### config.mk
export PLATFORM = sky130hd
export DESIGN_NAME = text_line_normalizer_core
export DESIGN_NICKNAME = d
export VERILOG_FILES = /design/src/tln_pkg.sv /design/src/tln_front.sv /design/src/tln_queue.sv /design/src/tln_back.sv /design/src/text_line_normalizer_core.sv
export SDC_FILE = /design/constraint.sdc
export NUM_CORES = 1
export LEC_CHECK = 0
export BUFFER_PORTS_ARGS = -buffer_cell sky130_fd_sc_hd__buf_2
export CORE_MARGIN = 5
export CORE_UTILIZATION = 58
export CTS_CLUSTER_SIZE = 20
export DETAILED_ROUTE_END_ITERATION = 16
export PLACE_DENSITY = 0.75
export SLEW_MARGIN = 30
export SYNTH_ARGS = -nofsm -noshare
export SYNTH_HDL_FRONTEND = slang
export SYNTH_SLANG_ARGS = --single-unit
### constraint.sdc
create_clock -name clk -period 4.2 [get_ports clk]
set_input_delay 0.63 -clock clk [delete_from_list [all_inputs] [get_ports clk]]
set_output_delay 0.63 -clock clk [all_outputs]
set_load 0.02 [all_outputs]
### src/tln_pkg.sv
// Shared constants, widths and types of the text line normalizer.
`default_nettype none
package tln_pkg;

  // Buffer sizes.
  localparam int MAX_DIGITS    = 8;
  localparam int MAX_SPACE_RUN = 16;

  localparam int DCNT_W = $clog2(MAX_DIGITS + 1);
  localparam int DIDX_W = (MAX_DIGITS > 1) ? $clog2(MAX_DIGITS) : 1;
  localparam int SCNT_W = $clog2(MAX_SPACE_RUN + 1);
  localparam int SIDX_W = (MAX_SPACE_RUN > 1) ? $clog2(MAX_SPACE_RUN) : 1;

  // Queue between the bracket front end and the back end.
  localparam int QDEPTH = 4;
  localparam int QPTR_W = $clog2(QDEPTH);
  localparam int QCNT_W = $clog2(QDEPTH + 1);

  // Character codes.
  localparam logic [7:0] CH_NUL    = 8'h00;
  localparam logic [7:0] CH_LBRACK = 8'h5B;
  localparam logic [7:0] CH_RBRACK = 8'h5D;
  localparam logic [7:0] CH_ZERO   = 8'h30;
  localparam logic [7:0] CH_NINE   = 8'h39;
  localparam logic [7:0] UTF_LEAD  = 8'hE2;
  localparam logic [7:0] UTF_MID   = 8'h80;
  localparam logic [7:0] UTF_EN    = 8'h93;
  localparam logic [7:0] UTF_EM    = 8'h94;
  localparam logic [7:0] UTF_LSQ   = 8'h98;
  localparam logic [7:0] UTF_RSQ   = 8'h99;
  localparam logic [7:0] UTF_LDQ   = 8'h9C;
  localparam logic [7:0] UTF_RDQ   = 8'h9D;
  localparam logic [7:0] UTF_ELL   = 8'hA6;
  localparam logic [6:0] CH_DASH   = 7'h2D;
  localparam logic [6:0] CH_DQUOTE = 7'h22;
  localparam logic [6:0] CH_APOS   = 7'h27;
  localparam logic [6:0] CH_DOT    = 7'h2E;
  localparam logic [6:0] CH_SPACE  = 7'h20;
  localparam logic [6:0] CH_TAB    = 7'h09;
  localparam logic [6:0] CH_CR     = 7'h0D;

  // One symbol of the stream after bracket removal.
  typedef struct packed {
    logic       eol;
    logic [7:0] chr;
  } sym_t;

  // Write side of the queue.
  typedef struct packed {
    logic valid;
    sym_t sym;
  } qpush_t;

endpackage
`default_nettype wire

### src/tln_front.sv
// Front end: accepts input bytes and removes bracketed digit runs.
`default_nettype none
module tln_front (
  input  wire logic           clk,
  input  wire logic           rst_n,
  input  wire logic           in_tvalid,
  output logic                in_tready,
  input  wire logic [7:0]     in_tdata,   // [7:0] char_in
  input  wire logic           in_tlast,   // line_end
  input  wire logic           q_full,
  output tln_pkg::qpush_t     q_push
);
  import tln_pkg::*;

  typedef enum logic [3:0] {
    F_IDLE = 4'b0001,
    F_BRK  = 4'b0010,
    F_DIG  = 4'b0100,
    F_TAIL = 4'b1000
  } fstate_t;

  typedef enum logic [2:0] {
    T_CHAR   = 3'b001,
    T_REOPEN = 3'b010,
    T_END    = 3'b100
  } tail_t;

  fstate_t           state_r, state_nxt;
  tail_t             tail_r, tail_nxt;
  logic [7:0]        tail_chr_r, tail_chr_nxt;
  logic              open_r, open_nxt;
  logic [DCNT_W-1:0] dcnt_r, dcnt_nxt;
  logic [DIDX_W-1:0] didx_r, didx_nxt;
  logic [3:0]        dstore_r [MAX_DIGITS];
  logic              dwr;
  logic              accept;
  logic              in_eol;
  logic              in_digit;
  logic              dfull;
  logic              dlast;

  assign in_tready = (state_r == F_IDLE) && !q_full;
  assign accept    = in_tvalid && in_tready;
  assign in_eol    = in_tlast || (in_tdata == CH_NUL);
  assign in_digit  = (in_tdata >= CH_ZERO) && (in_tdata <= CH_NINE);
  assign dfull     = (dcnt_r == DCNT_W'(MAX_DIGITS));
  assign dlast     = (DCNT_W'(didx_r) + DCNT_W'(1)) == dcnt_r;

  // Bracket state machine: one queue write per cycle at most.
  always_comb begin
    state_nxt    = state_r;
    tail_nxt     = tail_r;
    tail_chr_nxt = tail_chr_r;
    open_nxt     = open_r;
    dcnt_nxt     = dcnt_r;
    didx_nxt     = didx_r;
    dwr          = 1'b0;
    q_push       = '0;
    unique case (state_r)
      F_IDLE: begin
        if (accept) begin
          if (in_eol) begin
            if (open_r) begin
              tail_nxt  = T_END;
              state_nxt = F_BRK;
            end else begin
              q_push.valid   = 1'b1;
              q_push.sym.eol = 1'b1;
              q_push.sym.chr = CH_NUL;
            end
          end else if (open_r) begin
            if (in_digit) begin
              if (dfull) begin
                tail_nxt     = T_CHAR;
                tail_chr_nxt = in_tdata;
                state_nxt    = F_BRK;
              end else begin
                dwr      = 1'b1;
                dcnt_nxt = dcnt_r + DCNT_W'(1);
              end
            end else if (in_tdata == CH_RBRACK) begin
              open_nxt = 1'b0;
              dcnt_nxt = '0;
            end else begin
              tail_nxt     = (in_tdata == CH_LBRACK) ? T_REOPEN : T_CHAR;
              tail_chr_nxt = in_tdata;
              state_nxt    = F_BRK;
            end
          end else if (in_tdata == CH_LBRACK) begin
            open_nxt = 1'b1;
            dcnt_nxt = '0;
          end else begin
            q_push.valid   = 1'b1;
            q_push.sym.eol = 1'b0;
            q_push.sym.chr = in_tdata;
          end
        end
      end
      F_BRK: begin
        if (!q_full) begin
          q_push.valid   = 1'b1;
          q_push.sym.chr = CH_LBRACK;
          didx_nxt       = '0;
          state_nxt      = (dcnt_r == '0) ? F_TAIL : F_DIG;
        end
      end
      F_DIG: begin
        if (!q_full) begin
          q_push.valid   = 1'b1;
          q_push.sym.chr = CH_ZERO + {4'h0, dstore_r[didx_r]};
          didx_nxt       = didx_r + DIDX_W'(1);
          if (dlast) begin
            state_nxt = F_TAIL;
          end
        end
      end
      F_TAIL: begin
        unique case (tail_r)
          T_REOPEN: begin
            open_nxt  = 1'b1;
            dcnt_nxt  = '0;
            state_nxt = F_IDLE;
          end
          T_CHAR: begin
            if (!q_full) begin
              q_push.valid   = 1'b1;
              q_push.sym.chr = tail_chr_r;
              open_nxt       = 1'b0;
              dcnt_nxt       = '0;
              state_nxt      = F_IDLE;
            end
          end
          T_END: begin
            if (!q_full) begin
              q_push.valid   = 1'b1;
              q_push.sym.eol = 1'b1;
              q_push.sym.chr = CH_NUL;
              open_nxt       = 1'b0;
              dcnt_nxt       = '0;
              state_nxt      = F_IDLE;
            end
          end
          default: begin
            state_nxt = F_IDLE;
          end
        endcase
      end
      default: begin
        state_nxt = F_IDLE;
      end
    endcase
  end

  // Control registers.
  always_ff @(posedge clk) begin
    if (!rst_n) begin
      state_r <= F_IDLE;
      tail_r  <= T_CHAR;
      open_r  <= 1'b0;
      dcnt_r  <= '0;
      didx_r  <= '0;
    end else begin
      state_r <= state_nxt;
      tail_r  <= tail_nxt;
      open_r  <= open_nxt;
      dcnt_r  <= dcnt_nxt;
      didx_r  <= didx_nxt;
    end
  end

  // Held byte and digit values.
  always_ff @(posedge clk) begin
    tail_chr_r <= tail_chr_nxt;
    if (dwr) begin
      dstore_r[dcnt_r[DIDX_W-1:0]] <= in_tdata[3:0];
    end
  end

endmodule
`default_nettype wire

### src/tln_queue.sv
// Short symbol queue between the front end and the back end.
`default_nettype none
module tln_queue (
  input  wire logic            clk,
  input  wire logic            rst_n,
  input  wire tln_pkg::qpush_t q_push,
  output logic                 q_full,
  input  wire logic            q_pop,
  output logic                 q_empty,
  output tln_pkg::sym_t        q_head
);
  import tln_pkg::*;

  sym_t              mem_r [QDEPTH];
  logic [QPTR_W-1:0] wr_ptr_r, wr_ptr_nxt;
  logic [QPTR_W-1:0] rd_ptr_r, rd_ptr_nxt;
  logic [QCNT_W-1:0] cnt_r, cnt_nxt;
  logic              do_push;
  logic              do_pop;

  assign q_full  = (cnt_r == QCNT_W'(QDEPTH));
  assign q_empty = (cnt_r == '0);
  assign q_head  = mem_r[rd_ptr_r];
  assign do_push = q_push.valid && !q_full;
  assign do_pop  = q_pop && !q_empty;

  // Pointer and occupancy update.
  always_comb begin
    wr_ptr_nxt = do_push ? wr_ptr_r + QPTR_W'(1) : wr_ptr_r;
    rd_ptr_nxt = do_pop ? rd_ptr_r + QPTR_W'(1) : rd_ptr_r;
    cnt_nxt    = cnt_r;
    if (do_push && !do_pop) begin
      cnt_nxt = cnt_r + QCNT_W'(1);
    end else if (do_pop && !do_push) begin
      cnt_nxt = cnt_r - QCNT_W'(1);
    end
  end

  always_ff @(posedge clk) begin
    if (!rst_n) begin
      wr_ptr_r <= '0;
      rd_ptr_r <= '0;
      cnt_r    <= '0;
    end else begin
      wr_ptr_r <= wr_ptr_nxt;
      rd_ptr_r <= rd_ptr_nxt;
      cnt_r    <= cnt_nxt;
    end
  end

  // Symbol storage.
  always_ff @(posedge clk) begin
    if (do_push) begin
      mem_r[wr_ptr_r] <= q_push.sym;
    end
  end

endmodule
`default_nettype wire

### src/tln_back.sv
// Back end: UTF-8 punctuation folding, high byte drop and whitespace trimming.
`default_nettype none
module tln_back (
  input  wire logic          clk,
  input  wire logic          rst_n,
  input  wire logic          q_empty,
  input  wire tln_pkg::sym_t q_head,
  output logic               q_pop,
  output logic               out_tvalid,
  input  wire logic          out_tready,
  output logic [7:0]         out_tdata,   // [6:0] char_out, [7] zero fill
  output logic               out_tlast    // line_end_res
);
  import tln_pkg::*;

  typedef enum logic [2:0] {
    B_IDLE  = 3'b001,
    B_TRIM  = 3'b010,
    B_SPACE = 3'b100
  } bstate_t;

  localparam logic [1:0] PH_IDLE = 2'd0;
  localparam logic [1:0] PH_LEAD = 2'd1;
  localparam logic [1:0] PH_MID  = 2'd2;
  localparam int         SSUM_W  = SCNT_W + 1;

  bstate_t           state_r, state_nxt;
  logic [1:0]        phase_r, phase_nxt;
  logic              seen_r, seen_nxt;
  logic [SCNT_W-1:0] scnt_r, scnt_nxt;
  logic [SIDX_W-1:0] shead_r, shead_nxt;
  logic [6:0]        sstore_r [MAX_SPACE_RUN];
  logic [6:0]        cur_r, cur_nxt;
  logic [1:0]        reps_r, reps_nxt;
  logic              out_valid_r, out_valid_nxt;
  logic [6:0]        out_chr_r, out_chr_nxt;
  logic              out_eol_r, out_eol_nxt;

  logic              out_free;
  logic              swr;
  logic [SIDX_W-1:0] swaddr;
  logic [SSUM_W-1:0] tail_sum;
  logic [SIDX_W-1:0] stail;
  logic [SIDX_W-1:0] shead_inc;
  logic              sfull;
  logic [6:0]        map_chr;
  logic [1:0]        map_reps;
  logic [1:0]        map_phase;
  logic              cur_ws;
  logic              step_done;

  function automatic logic is_ws(input logic [6:0] c);
    return (c == CH_SPACE) || ((c >= CH_TAB) && (c <= CH_CR));
  endfunction

  assign out_free   = !out_valid_r || out_tready;
  assign out_tvalid = out_valid_r;
  assign out_tdata  = {1'b0, out_chr_r};
  assign out_tlast  = out_eol_r;
  assign sfull      = (scnt_r == SCNT_W'(MAX_SPACE_RUN));
  assign cur_ws     = is_ws(cur_r);
  assign shead_inc  = (shead_r == SIDX_W'(MAX_SPACE_RUN - 1)) ? '0 : shead_r + SIDX_W'(1);

  // Write slot of the circular space buffer.
  always_comb begin
    tail_sum = SSUM_W'(shead_r) + SSUM_W'(scnt_r);
    if (tail_sum >= SSUM_W'(MAX_SPACE_RUN)) begin
      tail_sum = tail_sum - SSUM_W'(MAX_SPACE_RUN);
    end
    stail = tail_sum[SIDX_W-1:0];
  end

  // UTF-8 folding of the queue head: gives a char and how many copies.
  always_comb begin
    map_chr   = q_head.chr[6:0];
    map_reps  = 2'd0;
    map_phase = PH_IDLE;
    if ((phase_r == PH_MID) && ((q_head.chr == UTF_EN) || (q_head.chr == UTF_EM))) begin
      map_chr  = CH_DASH;
      map_reps = 2'd1;
    end else if ((phase_r == PH_MID) &&
                 ((q_head.chr == UTF_LDQ) || (q_head.chr == UTF_RDQ))) begin
      map_chr  = CH_DQUOTE;
      map_reps = 2'd1;
    end else if ((phase_r == PH_MID) &&
                 ((q_head.chr == UTF_LSQ) || (q_head.chr == UTF_RSQ))) begin
      map_chr  = CH_APOS;
      map_reps = 2'd1;
    end else if ((phase_r == PH_MID) && (q_head.chr == UTF_ELL)) begin
      map_chr  = CH_DOT;
      map_reps = 2'd3;
    end else if ((phase_r == PH_LEAD) && (q_head.chr == UTF_MID)) begin
      map_phase = PH_MID;
    end else if (q_head.chr == UTF_LEAD) begin
      map_phase = PH_LEAD;
    end else if (!q_head.chr[7]) begin
      map_reps = 2'd1;
    end
  end

  // Back end sequencer.
  always_comb begin
    state_nxt     = state_r;
    phase_nxt     = phase_r;
    seen_nxt      = seen_r;
    scnt_nxt      = scnt_r;
    shead_nxt     = shead_r;
    cur_nxt       = cur_r;
    reps_nxt      = reps_r;
    out_valid_nxt = out_valid_r && !out_tready;
    out_chr_nxt   = out_chr_r;
    out_eol_nxt   = out_eol_r;
    q_pop         = 1'b0;
    swr           = 1'b0;
    swaddr        = stail;
    step_done     = 1'b0;
    unique case (state_r)
      B_IDLE: begin
        if (!q_empty) begin
          if (q_head.eol) begin
            if (out_free) begin
              out_valid_nxt = 1'b1;
              out_chr_nxt   = '0;
              out_eol_nxt   = 1'b1;
              phase_nxt     = PH_IDLE;
              seen_nxt      = 1'b0;
              scnt_nxt      = '0;
              shead_nxt     = '0;
              q_pop         = 1'b1;
            end
          end else begin
            q_pop     = 1'b1;
            phase_nxt = map_phase;
            if (map_reps != 2'd0) begin
              cur_nxt   = map_chr;
              reps_nxt  = map_reps;
              state_nxt = B_TRIM;
            end
          end
        end
      end
      B_TRIM: begin
        if (cur_ws) begin
          if (!seen_r) begin
            step_done = 1'b1;
          end else if (!sfull) begin
            swr       = 1'b1;
            scnt_nxt  = scnt_r + SCNT_W'(1);
            step_done = 1'b1;
          end else if (out_free) begin
            // Full buffer: the oldest held byte leaves, the new one takes its slot.
            out_valid_nxt = 1'b1;
            out_chr_nxt   = sstore_r[shead_r];
            out_eol_nxt   = 1'b0;
            swr           = 1'b1;
            swaddr        = shead_r;
            shead_nxt     = shead_inc;
            step_done     = 1'b1;
          end
        end else if (scnt_r != '0) begin
          state_nxt = B_SPACE;
        end else if (out_free) begin
          out_valid_nxt = 1'b1;
          out_chr_nxt   = cur_r;
          out_eol_nxt   = 1'b0;
          seen_nxt      = 1'b1;
          step_done     = 1'b1;
        end
        if (step_done) begin
          reps_nxt = reps_r - 2'd1;
          if (reps_r == 2'd1) begin
            state_nxt = B_IDLE;
          end
        end
      end
      B_SPACE: begin
        if (out_free) begin
          out_valid_nxt = 1'b1;
          out_chr_nxt   = sstore_r[shead_r];
          out_eol_nxt   = 1'b0;
          shead_nxt     = shead_inc;
          scnt_nxt      = scnt_r - SCNT_W'(1);
          if (scnt_r == SCNT_W'(1)) begin
            state_nxt = B_TRIM;
          end
        end
      end
      default: begin
        state_nxt = B_IDLE;
      end
    endcase
  end

  // Control registers.
  always_ff @(posedge clk) begin
    if (!rst_n) begin
      state_r     <= B_IDLE;
      phase_r     <= PH_IDLE;
      seen_r      <= 1'b0;
      scnt_r      <= '0;
      shead_r     <= '0;
      reps_r      <= 2'd0;
      out_valid_r <= 1'b0;
    end else begin
      state_r     <= state_nxt;
      phase_r     <= phase_nxt;
      seen_r      <= seen_nxt;
      scnt_r      <= scnt_nxt;
      shead_r     <= shead_nxt;
      reps_r      <= reps_nxt;
      out_valid_r <= out_valid_nxt;
    end
  end

  // Payload registers and the space buffer.
  always_ff @(posedge clk) begin
    cur_r     <= cur_nxt;
    out_chr_r <= out_chr_nxt;
    out_eol_r <= out_eol_nxt;
    if (swr) begin
      sstore_r[swaddr] <= cur_r;
    end
  end

endmodule
`default_nettype wire

### src/text_line_normalizer_core.sv
// Top level of the text line normalizer: front end, queue and back end.
//
// Cleans a text line that streams in one byte per transaction and streams the
// cleaned 7-bit ASCII line out, closed by a marker transaction with tlast set
// and zero data. A byte of zero or in_tlast ends the line. The front end takes
// one byte per cycle while no bracket is being released and the queue is not
// full; releasing a held "[" and its digits as text steps through the bracket,
// digit and tail states, during which in_tready is low. The back end folds
// UTF-8 punctuation in each byte that reaches trimming, then emits or holds
// it, three times for an ellipsis, and flushes held whitespace bytes before
// the next non-whitespace byte. It pops no new byte until the current one is
// done; a 4-entry queue between the two ends absorbs the difference. The output
// stage is a register, and the front end keeps filling the queue while a
// result waits for out_tready.
`default_nettype none
module text_line_normalizer_core (
  input  wire logic       clk,
  input  wire logic       rst_n,
  input  wire logic       in_tvalid,
  output logic            in_tready,
  input  wire logic [7:0] in_tdata,    // [7:0] char_in
  input  wire logic       in_tlast,    // line_end
  output logic            out_tvalid,
  input  wire logic       out_tready,
  output logic [7:0]      out_tdata,   // [6:0] char_out, [7] zero fill
  output logic            out_tlast    // line_end_res
);
  import tln_pkg::*;

  qpush_t q_push;
  logic   q_full;
  logic   q_pop;
  logic   q_empty;
  sym_t   q_head;

  // Bracket removal.
  tln_front u_front (
    .clk       (clk),
    .rst_n     (rst_n),
    .in_tvalid (in_tvalid),
    .in_tready (in_tready),
    .in_tdata  (in_tdata),
    .in_tlast  (in_tlast),
    .q_full    (q_full),
    .q_push    (q_push)
  );

  // Decoupling queue.
  tln_queue u_queue (
    .clk     (clk),
    .rst_n   (rst_n),
    .q_push  (q_push),
    .q_full  (q_full),
    .q_pop   (q_pop),
    .q_empty (q_empty),
    .q_head  (q_head)
  );

  // UTF-8 folding and trimming.
  tln_back u_back (
    .clk        (clk),
    .rst_n      (rst_n),
    .q_empty    (q_empty),
    .q_head     (q_head),
    .q_pop      (q_pop),
    .out_tvalid (out_tvalid),
    .out_tready (out_tready),
    .out_tdata  (out_tdata),
    .out_tlast  (out_tlast)
  );

  // The front end never writes into a full queue.
  assert property (@(posedge clk) disable iff (!rst_n) !(q_push.valid && q_full))
    else $error("queue written while full");

  // The line end marker carries no character.
  assert property (@(posedge clk) disable iff (!rst_n)
                   out_tvalid && out_tlast |-> out_tdata == 8'h00)
    else $error("line end marker with nonzero data");

  // Results are 7-bit ASCII.
  assert property (@(posedge clk) disable iff (!rst_n) out_tvalid |-> !out_tdata[7])
    else $error("result byte above 127");

  // The back end never pops an empty queue.
  assert property (@(posedge clk) disable iff (!rst_n) q_pop |-> !q_empty)
    else $error("pop from empty queue");

endmodule
`default_nettype wire
==> flow_metrics.env <==
export IMPL_switching_share_pct=28.4
export IMPL_synth_enable_flop_cells=203
export IMPL_row_count=51
export IMPL_portBuffers=22
export IMPL_stdcell_count=1088
export IMPL_layout_setup_ws_ns=0.605
export IMPL_regArea_sq_um=7080
export IMPL_worst_slew_pin_transition_ns=0.892
export IMPL_dieArea_sq_um=22300
export IMPL_period_needed_ns=3.60
export IMPL_outcome="finished clean"
export IMPL_finalSetupViolCount=0
export IMPL_drive_above_1_share_pct=17.5
export IMPL_grt_overflow=0
export IMPL_synthFlopType="edfxtp_1"
export IMPL_finalCritPeriodShare_pct=85.6
export IMPL_final_cell_mix="edfxtp_1, nor2_1, mux4_2"
export IMPL_hp_start="in_tdata[4]"
export IMPL_synth_top_area_share_pct=54.1
export IMPL_synthCells=778
export IMPL_seqPwrFrac_pct=47.9
export IMPL_drt_iter0_markers=730
export IMPL_r2r_end="u_back.sstore_r[14][4]"
export IMPL_coreArea_sq_um=19300
export IMPL_clock_root_buffer="clkbuf_16"
export IMPL_grt_max_degree=30
export IMPL_start_util_pct=58.4
export IMPL_dp_cells=1040
export IMPL_insertion_delay_ns=0.52
export IMPL_syn_num_nets=809
export IMPL_cts_buffers=26
export IMPL_yosysTopAreaCell="edfxtp_1"
export IMPL_drc_errors=0
export IMPL_synth_area_per_cell_sq_um=14.5
export IMPL_postRouteAntennaNets=0
export IMPL_viasPerCell=6.33
export IMPL_n_fill_cell=1382
export IMPL_grt_pass1_vias=6925
export IMPL_holdWs_ns=0.375
export IMPL_dp_hpwl_mm=15.9
export IMPL_synth_seq_cells=252
export IMPL_synth_warnings=0
export IMPL_grt_use_total_pct=21.1
export IMPL_cp_max_fo=20
export IMPL_wl_mm=23.0
export IMPL_critPathKind="register to register"
export IMPL_antenna_cells=0
export IMPL_startpoint_type="register"
export IMPL_ctsHoldBuffers=0
export IMPL_globalplace_congestion=0.947
export IMPL_comb_power_share_pct=18.8
export IMPL_r2r_cells=6
export IMPL_rsz0062_at_grt="false"
export IMPL_p_switching_w=0.00195
export IMPL_die_h_um=149
export IMPL_dr_pass1_iters=5
export IMPL_maxSlewHeadroom_pct=40.3
export IMPL_p_per_area_nw_per_um2=550
export IMPL_internal_power_w=0.00492
export IMPL_rrSetupSlack_ns=0.60
export IMPL_syn_to_final_growth_pct=10.8
export IMPL_end_kind="register"
export IMPL_crit_start="u_back.cur_r[5]"
export IMPL_r2r_start="u_back.cur_r[5]"
export IMPL_cts_tree="yes"
export IMPL_yosysUniqueCellTypes=80
export IMPL_cp_required_ns=4.35
export IMPL_postCtsSetupBuffers=0
export IMPL_final_common_cell="edfxtp_1"
export IMPL_hold_path_class="input pin to register"
export IMPL_syn_area_sq_um=11300
export IMPL_grt_pass1_wl_mm=37.2
export IMPL_layout_nets=834
export IMPL_vias=6892
export IMPL_post_drt_wl_per_cell_um=21.1
export IMPL_htree_levels=1
export IMPL_multi_input_comb_area_sq_um=3960
export IMPL_async_reset_ff_share_pct=0
export IMPL_ys_top_cells_by_area="edfxtp_1, mux4_2, dfxtp_1, nor2_1, a21oi_1"
export IMPL_cap_violations=0
export IMPL_fin_skew_ns=0.0140
export IMPL_holdPathEnd="u_front.tail_chr_r[4]"
export IMPL_cts_clk_slew_worst_paths_ns=0.06
export IMPL_ys_seq_area_share_pct=62.9
export IMPL_tns_ns=0
export IMPL_antenna_found_initial=0
export IMPL_pwr_share_clk_pct=33.3
export IMPL_whs_path_depth=1
export IMPL_dp_slack_ns=0.591
export IMPL_maxSlewViolCount=0
export IMPL_p_leak_nw=4.14
export IMPL_cp_arrival_ns=3.74
export IMPL_cts_path_max_buffers=3
export IMPL_pin_count=24
export IMPL_fmax_mhz=278
export IMPL_irDropWorstVdd_uv=518
export IMPL_die_w_um=149
export IMPL_clock_sinks=252
export IMPL_final_hold_violation_count=0
export IMPL_cts_resized=0
[worst max-delay path, cell delays in order (launching register included)]
cell	delay (ns)
edfxtp_1	0.79
or4b_1	0.52
a21oi_1	0.34
o21ai_0	0.31
nor4b_1	0.46
nand2_1	0.24
nor2b_1	0.56
[routing by layer]
metal  GRT usage [%]  share of wire (%)  wire (um)  vias up
li1                -                  -          -     3125
met1            28.4                 40       9210     3418
met2            36.3                 51      11700      302
met3            3.71                7.0       1610       47
met4            4.99                2.1        480        0
met5               0                  0          0        -
[final cells by class]
cell class	instances	area share (%)
clock buffers	35	5.65
clock inverters	13	1.21
inverters	22	0.662
multi-input cells	471	31.7
flip-flops and latches	252	56.7
well taps	265	2.66
repair buffers	30	1.36
[registers in the layout, indices dropped and copies added, names as in the netlist, 4 cells and up, named ones only]
signal              flops
u_back.shead_r          4
u_back.scnt_r           5
u_queue.mem_r          36
u_front.dcnt_r          4
u_back.sstore_r       112
u_back.out_chr_r        7
u_front.tail_chr_r      8
u_back.cur_r            7
u_front.state_r         4
u_front.dstore_r       32
[synthesized netlist by cell type (4+ instances only)]
master / number
a211oi_1: 4
a21o_1: 6
a21oi_1: 43
a221o_1: 5
a311oi_1: 4
a31oi_1: 5
and2_1: 5
and3_1: 5
buf_1: 4
clkbuf_1: 22
dfxtp_1: 49
edfxtp_1: 203
ha_1: 16
inv_1: 22
mux2i_1: 19
mux4_2: 52
nand2_1: 36
nand2b_1: 12
nand3_1: 15
nand3b_1: 4
nand4_1: 5
nor2_1: 59
nor2b_1: 11
nor3_1: 14
nor3b_1: 9
nor4_1: 8
nor4b_1: 4
o211a_1: 5
o211ai_1: 8
o21ai_0: 27
or3_1: 8
or4_1: 5
or4b_2: 5
xnor2_1: 7
xor2_1: 5
[cells by family after synthesis]
family          share of synthesized area, %
fa+ha+maj                               2.13
buf+inv                                 2.01
compound gates                          8.66
flops                                   62.9
mux                                     12.2
xor+xnor                               0.934
other cells                           0.0333
simple gates                            11.2
[stage by stage]
step	instance area, sq um	utilization, %	total power, W
after floorplan	11300	-	0.00422
after global routing	12500	64.8	0.00719
final	12500	64.8	0.00687
after detailed placement	11600	60.3	0.00462
after CTS	12500	64.7	0.00690
after global placement	11600	60.3	0.00455
[how the worst max path moves through the flow]
stage	end	slack (ns)
floorplan	u_queue.cnt_r[2]	1.11
global placement	u_back.sstore_r[15][2]	0.82
detailed placement	u_back.sstore_r[14][4]	0.59
CTS	u_back.sstore_r[14][4]	0.57
global route	u_back.sstore_r[14][2]	0.37
finish	u_back.sstore_r[14][4]	0.60
[power groups by stage]
stage | logic (W) | registers [W] | clock network [W]
floorplan | 0.000956 | 0.00326 | 0
finish | 0.00129 | 0.00329 | 0.00228
global placement | 0.00123 | 0.00332 | 0
CTS | 0.00129 | 0.00329 | 0.00232
global route | 0.00142 | 0.00332 | 0.00245
detailed placement | 0.00128 | 0.00334 | 0
No activity file was read; power rests on OpenSTA's default activity.
